[config.mk]
export PLATFORM = sky130hd
export DESIGN_NAME = sem_lane
export DESIGN_NICKNAME = d
export VERILOG_FILES = /design/src/rtl/sem_pkg.sv /design/src/rtl/sem_lane.sv
export SDC_FILE = /design/constraint.sdc
export NUM_CORES = 1
export LEC_CHECK = 0
export ABC_AREA = 1
export ABC_CLOCK_PERIOD_IN_PS = 5870
export BUFFER_PORTS_ARGS = -buffer_cell sky130_fd_sc_hd__buf_2
export CAP_MARGIN = 30
export CORE_ASPECT_RATIO = 1.25
export CORE_MARGIN = 2
export CORE_UTILIZATION = 25
export DETAILED_ROUTE_END_ITERATION = 8
export SLEW_MARGIN = 20
export SYNTH_ARGS = -nofsm -noshare
export SYNTH_HDL_FRONTEND = slang
export SYNTH_SLANG_ARGS = --single-unit
[constraint.sdc]
create_clock -name clk -period 5.87 [get_ports clk]
set_clock_uncertainty 0.05 [all_clocks]
set_input_delay 1.174 -clock clk [delete_from_list [all_inputs] [get_ports clk]]
set_output_delay 1.174 -clock clk [all_outputs]
set_load 0.05 [all_outputs]
[src/rtl/sem_pkg.sv]
`timescale 1ns / 1ps
// Shared types and constants for the Sobel edge magnitude block.
// No dependencies; used by sem_lane, the top level and the testbench.
package sem_pkg;

  localparam int MaxWidth = 1024;
  localparam int AddrW    = $clog2(MaxWidth);
  localparam int ColW     = AddrW;
  localparam int CfgWW    = 11;
  localparam int CfgHW    = 16;
  localparam int RowW     = CfgHW + 1;
  localparam int ChanW    = 8;
  localparam int PixW     = 3 * ChanW;
  localparam int GradW    = 11;
  localparam int AbsW     = 10;
  localparam int SqW      = 2 * AbsW + 1;
  localparam int RootW    = 8;
  localparam int RemW     = 11;
  localparam int NumW     = 2 * RootW;
  localparam int IterW    = 3;

  localparam logic [SqW-1:0]   SatLimit = SqW'(65280);
  localparam logic [CfgWW-1:0] WidthMax = CfgWW'(MaxWidth);

  localparam logic OP_PIXEL   = 1'b0;
  localparam logic OP_DRAIN   = 1'b1;
  localparam logic CFG_WIDTH  = 1'b0;
  localparam logic CFG_HEIGHT = 1'b1;

  typedef logic [PixW-1:0] pixel_t;

  typedef enum logic [1:0] {
    ST_IDLE,
    ST_READ,
    ST_CALC,
    ST_OUT
  } sem_state_t;

endpackage

[src/rtl/sem_lane.sv]
`timescale 1ns / 1ps
// One color channel: squares the gradient parts, then takes a rounded
// square root one bit per cycle with saturation at 255. Depends on sem_pkg.
module sem_lane (
  input  logic                      clk,
  input  logic                      rst,
  input  logic                      start,
  input  logic [sem_pkg::AbsW-1:0]  ax,
  input  logic [sem_pkg::AbsW-1:0]  ay,
  output logic                      done,
  output logic [sem_pkg::ChanW-1:0] mag
);
  import sem_pkg::*;

  logic [AbsW-1:0]  axr, ayr;
  logic             mul_pend, busy, sat;
  logic [IterW-1:0] cnt;
  logic [NumW-1:0]  nsh;
  logic [RootW-1:0] root;
  logic [RemW-1:0]  rem;
  logic [SqW-1:0]   sq;
  logic [RemW-1:0]  rem_sh, trial;
  logic             ge, rnd;

  assign sq     = SqW'(axr) * SqW'(axr) + SqW'(ayr) * SqW'(ayr);
  assign rem_sh = {rem[RemW-3:0], nsh[NumW-1 -: 2]};
  assign trial  = {1'b0, root, 2'b01};
  assign ge     = rem_sh >= trial;
  assign rnd    = rem > RemW'(root);
  assign mag    = sat ? {ChanW{1'b1}} : root + RootW'(rnd);

  always_ff @(posedge clk) begin
    if (rst) begin
      mul_pend <= 1'b0;
      busy     <= 1'b0;
      done     <= 1'b0;
      cnt      <= '0;
    end else if (start) begin
      mul_pend <= 1'b1;
      busy     <= 1'b0;
      done     <= 1'b0;
    end else if (mul_pend) begin
      mul_pend <= 1'b0;
      busy     <= 1'b1;
      cnt      <= '0;
    end else if (busy) begin
      cnt <= cnt + 1'b1;
      if (cnt == {IterW{1'b1}}) begin
        busy <= 1'b0;
        done <= 1'b1;
      end
    end
  end

  always_ff @(posedge clk) begin
    if (start) begin
      axr <= ax;
      ayr <= ay;
    end else if (mul_pend) begin
      sat  <= sq > SatLimit;
      nsh  <= sq[NumW-1:0];
      root <= '0;
      rem  <= '0;
    end else if (busy) begin
      nsh  <= {nsh[NumW-3:0], 2'b00};
      root <= {root[RootW-2:0], ge};
      rem  <= ge ? rem_sh - trial : rem_sh;
    end
  end

endmodule

After elaboration in Yosys (flattened, before gate mapping)
Index checks and enable logic that the tools add are counted.
Storage, ports and cells
  word-level logic and storage cells: 39
  flip-flop bits (word level): 62
  output and inout bits: 9
Cells by class
  equal/unequal tests: 1
  add/subtract/negate cells: 4
  magnitude comparators: 3
  reductions and logical operators: 5
  muxes and demuxes: 12
  bitwise gates (word level): 2
  multipliers: 2
Operators by type and width (number)
  multiplier 10 x 10 -> 20 bit: 2
  2-to-1 mux 16 bit: 2
  2-to-1 mux 11 bit: 2
  adder 20 x 20 -> 21 bit: 1
  > comparator 21 x 16 -> 1 bit (second input constant): 1
  2-to-1 mux 8 bit: 2
  greater-or-equal comparator 11 x 10 -> 1 bit: 1
  > comparator 11 x 8 -> 1 bit: 1
  subtractor 11 x 10 -> 11 bit: 1
  adder 8 x 1 -> 8 bit: 1
  2-to-1 mux 3 bit: 2
  2-to-1 mux 1 bit: 4
  AND reduction 2 bit: 2
  adder 3 x 1 -> 3 bit (second input constant): 1
  == test 3 bit (second input constant): 1
  AND reduction 3 bit: 1
  inverter 1 bit: 2
  nonzero test 2 bit: 1
  OR reduction 2 bit: 1

Depth between registers and ports, before layout
  depth after elaboration: 4
  mapped depth: 29

Worst setup path before layout
No wires, ideal clock.
  path kind: reg-to-reg
  start point: register ayr[7]
  end point: register sat, data pin
  setup time: 0.254 ns
  path buffers: 1
  stages on the path, launching flop included: 26
  clock period less this slack: 5.963 ns
  slack: -0.093 ns
  arrival time: 5.659 ns
  cell sequence: edfxtp_1 clkbuf_1 nand2_1 fa_1 fa_1 inv_1 fa_1 fa_1 fa_1 fa_1 inv_1 fa_1 inv_1 ha_1 nand2_2 inv_1 a21oi_2 nand2_2 nand2_1 nand2_1 nand2_1 nand2_1 nor2_1 nand2_1 nor2_1 nand2_1
On the way
  longest elaborated chain between the ends: 3
RTL lines
  start, declared: line sem_lane.sv:15  | logic [AbsW-1:0] axr, ayr;
  start signal, assigned: line sem_lane.sv:58  | ayr <= ay;
  multiplier 10 x 10 -> 20 bit: line sem_lane.sv:25  | assign sq = SqW'(axr) * SqW'(axr) + SqW'(ayr) * SqW'(ayr);
  adder 20 x 20 -> 21 bit: line sem_lane.sv:25
  > comparator 21 x 16 -> 1 bit: line sem_lane.sv:60  | sat <= sq > SatLimit;
  end signal, assigned: line sem_lane.sv:60
  end, declared: line sem_lane.sv:16  | logic mul_pend, busy, sat;
No other way between the ends.
A chain may end at the register's enable or synchronous reset.

Worst setup path after layout
  start point: register axr[6]
  end point: register sat, data pin
On the way
  longest elaborated chain between the ends: 3
RTL lines
  start, declared: line sem_lane.sv:15
  start signal, assigned: line sem_lane.sv:57  | axr <= ax;
  multiplier 10 x 10 -> 20 bit: line sem_lane.sv:25
  adder 20 x 20 -> 21 bit: line sem_lane.sv:25
  > comparator 21 x 16 -> 1 bit: line sem_lane.sv:60
No other way between the ends.

==> impl_metrics.py <==
metrics = {
    "logic_synthesis": {
        "synth_edf_count": 56,
        "postSynthAreaPerCell_sq_um": 8.13,
        "ys.flop_type": "edfxtp_1",
        "ys_types": 33,
        "synth_fa_ha_area_share_pct": 42.1,
        "synth_compound_area_share_pct": 4.55,
        "ys_warn_count": 0,
        "synthXorXnorAreaFrac_pct": 2.00,
        "synth_top_family_by_area": "adder cells",
        "synth_mux_area_share_pct": 0,
        "syn-num-nets": 1384,
        "synth_area_sq_um": 9190,
        "syn_inst": 1130,
        "seq_area_frac_synth_pct": 19.6,
        "async_reset_ff_share_pct": 0,
        "ys_ff_latch": 62,
        "synth-simple-area-share_pct": 17.2,
    },
    "route": {
        "wl_per_cell_um": 12.2,
        "vias": 7214,
        "avgViaCountPerCell": 4.17,
        "drcViolationCount": 0,
        "dr.pass1.iters": 5,
        "wl_um": 21000,
        "route.antenna.remaining_nets": 0,
        "drt_iter0_markers": 345,
    },
    "critical_path": {
        "startpoint_type": "register",
        "worst-path-max-fanout": 4,
        "rr_worst_depth": 25,
        "r2r_end": "sat$_DFFE_PP_",
        "path_class": "register to register",
        "rrSetupSlack_ps": -20,
        "required_ps": 5920,
        "cp.arrival_ps": 5940,
        "r2r-start": "axr[6]$_DFFE_PP_",
        "worstSetupEndpointType": "register",
    },
    "global_route": {
        "track_usage_pct": 11.9,
        "overflow": 0,
        "grt_max_degree": 30,
        "grt_pass1_wl_um": 36200,
        "grt_pass1_vias": 7775,
        "antenna_found_initial": 1,
    },
    "min_path": {
        "min_path_type": "register to register",
        "min_from": "done$_SDFFE_PP0P_",
        "hold_path_end": "done$_SDFFE_PP0P_",
        "holdPathStages": 2,
    },
    "placed_design": {
        "dpl.cell_count": 1689,
        "hpwl_um": 17400,
        "place_area_sq_um": 10500,
        "io_buffer_count": 31,
        "globalplace.congestion": 0.859,
    },
    "floorplanning": {
        "die_x_um": 175,
        "core-area_sq_um": 36300,
        "die_h_um": 218,
        "num_rows": 78,
        "start_util_pct": 25.3,
        "die_area_sq_um": 38300,
        "ioPinCount": 32,
    },
    "cts": {
        "cts_max_path_buffers": 2,
        "cts_root_buf": "clkbuf_16",
        "cts.sinks": 62,
        "numCtsBuffers": 9,
        "worstSkewPairLatency_ps": 350,
        "clk_pin_slew_ps": 60,
        "h-tree-depth": 3,
        "tritoncts": "yes",
    },
    "finish": {
        "final_common_cell": "inv_1",
        "drive_gt1_share_pct": 20.6,
        "antenna_cells": 0,
        "syn_to_final_growth_pct": 23.3,
        "fin_cells": 1730,
        "finalNetCount": 1499,
        "final_area_sq_um": 11300,
        "layout_common_cells": "inv_1 (306), nand2_1 (216), fa_1 (124)",
    },
    "sta": {
        "slew_viol_final": 0,
        "setup_viol": 1,
        "hold_viol": 0,
        "min_period_ps": 5890,
        "slew_headroom_pct": 45.3,
        "fmax_mhz": 170,
        "rsz0062_at_grt": "yes",
        "tightestPinTransition_ps": 821,
        "fin_crit_sh_pct": 100,
        "fin_ws_ps": -22.3,
    },
    "outcome": {
        "status": "finished with violations",
        "violations": "setup timing",
    },
    "job": {
        "maxCapViolations": 0,
    },
}
kinds of logic after synthesis:
family / Yosys count
AOI/OAI and AO/OA: 75
xor gates and xnor gates: 21
adders and majority gates: 231
buffers and inverters: 353
DFF: 62
and+or+nand+nor: 388
cell usage after synthesis, types with 2 or more instances:
| cell | n | area [sq um] |
|---|---|---|
| clkbuf_1 | 27 | 101 |
| nand3_1 | 37 | 185 |
| o21bai_1 | 4 | 30.0 |
| nor2_2 | 3 | 18.8 |
| xor2_1 | 11 | 96.3 |
| inv_2 | 2 | 7.51 |
| edfxtp_1 | 56 | 1680 |
| nand4_1 | 9 | 56.3 |
| nor3_1 | 8 | 40.0 |
| xnor2_1 | 10 | 87.6 |
| o21ai_0 | 25 | 125 |
| a31oi_1 | 5 | 31.3 |
| a21oi_1 | 24 | 120 |
| nand3b_1 | 2 | 15.0 |
| ha_1 | 101 | 1260 |
| or2_2 | 3 | 18.8 |
| o21ai_1 | 11 | 55.1 |
| nor2_1 | 71 | 267 |
| a21o_1 | 2 | 15.0 |
| inv_1 | 321 | 1200 |
| nand2_1 | 248 | 931 |
| fa_1 | 130 | 2600 |
| dfxtp_1 | 6 | 120 |
| nand2_2 | 5 | 31.3 |
worst max-delay path: stages, from the launching register on:
cell and delay (ps):
edfxtp_1 490, nand2_2 110, fa_1 500, inv_2 40, fa_1 520, inv_2 40, fa_1 500, inv_1 50
fa_1 510, fa_1 430, fa_1 560, inv_2 50, fa_1 510, inv_2 50, ha_4 310, nand2_4 70
nor2_2 100, nand3_2 90, nand2_2 110, nand2_2 60, nand3_1 80, nand2_1 60, nor2_1 100, nand2_1 60
nor2_1 100, nand2_1 60
per-layer routing:
layer	track usage, %	wire length [um]	up-vias
met3	1.55	741	31
met5	0	0	-
met1	14.1	8870	3465
met2	21.8	11000	124
li1	-	-	3594
met4	4.16	485	0
through the flow:
step	util, %	TNS (ps)	hold WS (ps)	setup slack (ps)
after CTS	30.4	0	401	1.69
after detailed placement	28.8	-310	390	-200
final	31.2	-22.3	396	-22.3
after global placement	28.7	-176	391	-176
after floorplan	-	0	404	12.8
after global routing	31.2	-526	419	-300
area by class of cell:
type,instances,area [sq um]
multi-input combinational,715,6450
inverter,323,1210
clock inverter,7,80.1
tap,480,601
clock buffer,9,225
fill,3851,25000
timing repair buffer,134,960
sequential,62,1800
worst max-delay path by stage:
stage	startpoint	slack, ps	cells past startpoint	end
after floorplan	axr[3]$_DFFE_PP_	10	27	sat$_DFFE_PP_
after global placement	axr[6]$_DFFE_PP_	-180	26	sat$_DFFE_PP_
after detailed placement	axr[6]$_DFFE_PP_	-200	26	sat$_DFFE_PP_
after CTS	ayr[9]$_DFFE_PP_	2	27	sat$_DFFE_PP_
after global routing	axr[5]$_DFFE_PP_	-300	31	sat$_DFFE_PP_
final	axr[6]$_DFFE_PP_	-20	25	sat$_DFFE_PP_
state kept, by name, indices dropped and copies added, names as in the netlist:
| register | count |
|---|---|
| axr | 10 |
| ayr | 10 |
| busy | 1 |
| cnt | 3 |
| done | 1 |
| mul_pend | 1 |
| nsh | 16 |
| rem | 11 |
| root | 8 |
| sat | 1 |
timing repair:
action | 4_1_cts | 5_1_grt
hold endpoints to repair | 0 | 0
pin swaps | 32 | 35
resized for setup | 39 | 69
endpoints found under the setup margin | 7 | 6
hold buffers | 0 | 0
setup buffers | 16 | 10
Power is left out: the tool's default activity adds up to more than one toggle a clock period on the data nets, which glitch-free logic cannot reach.
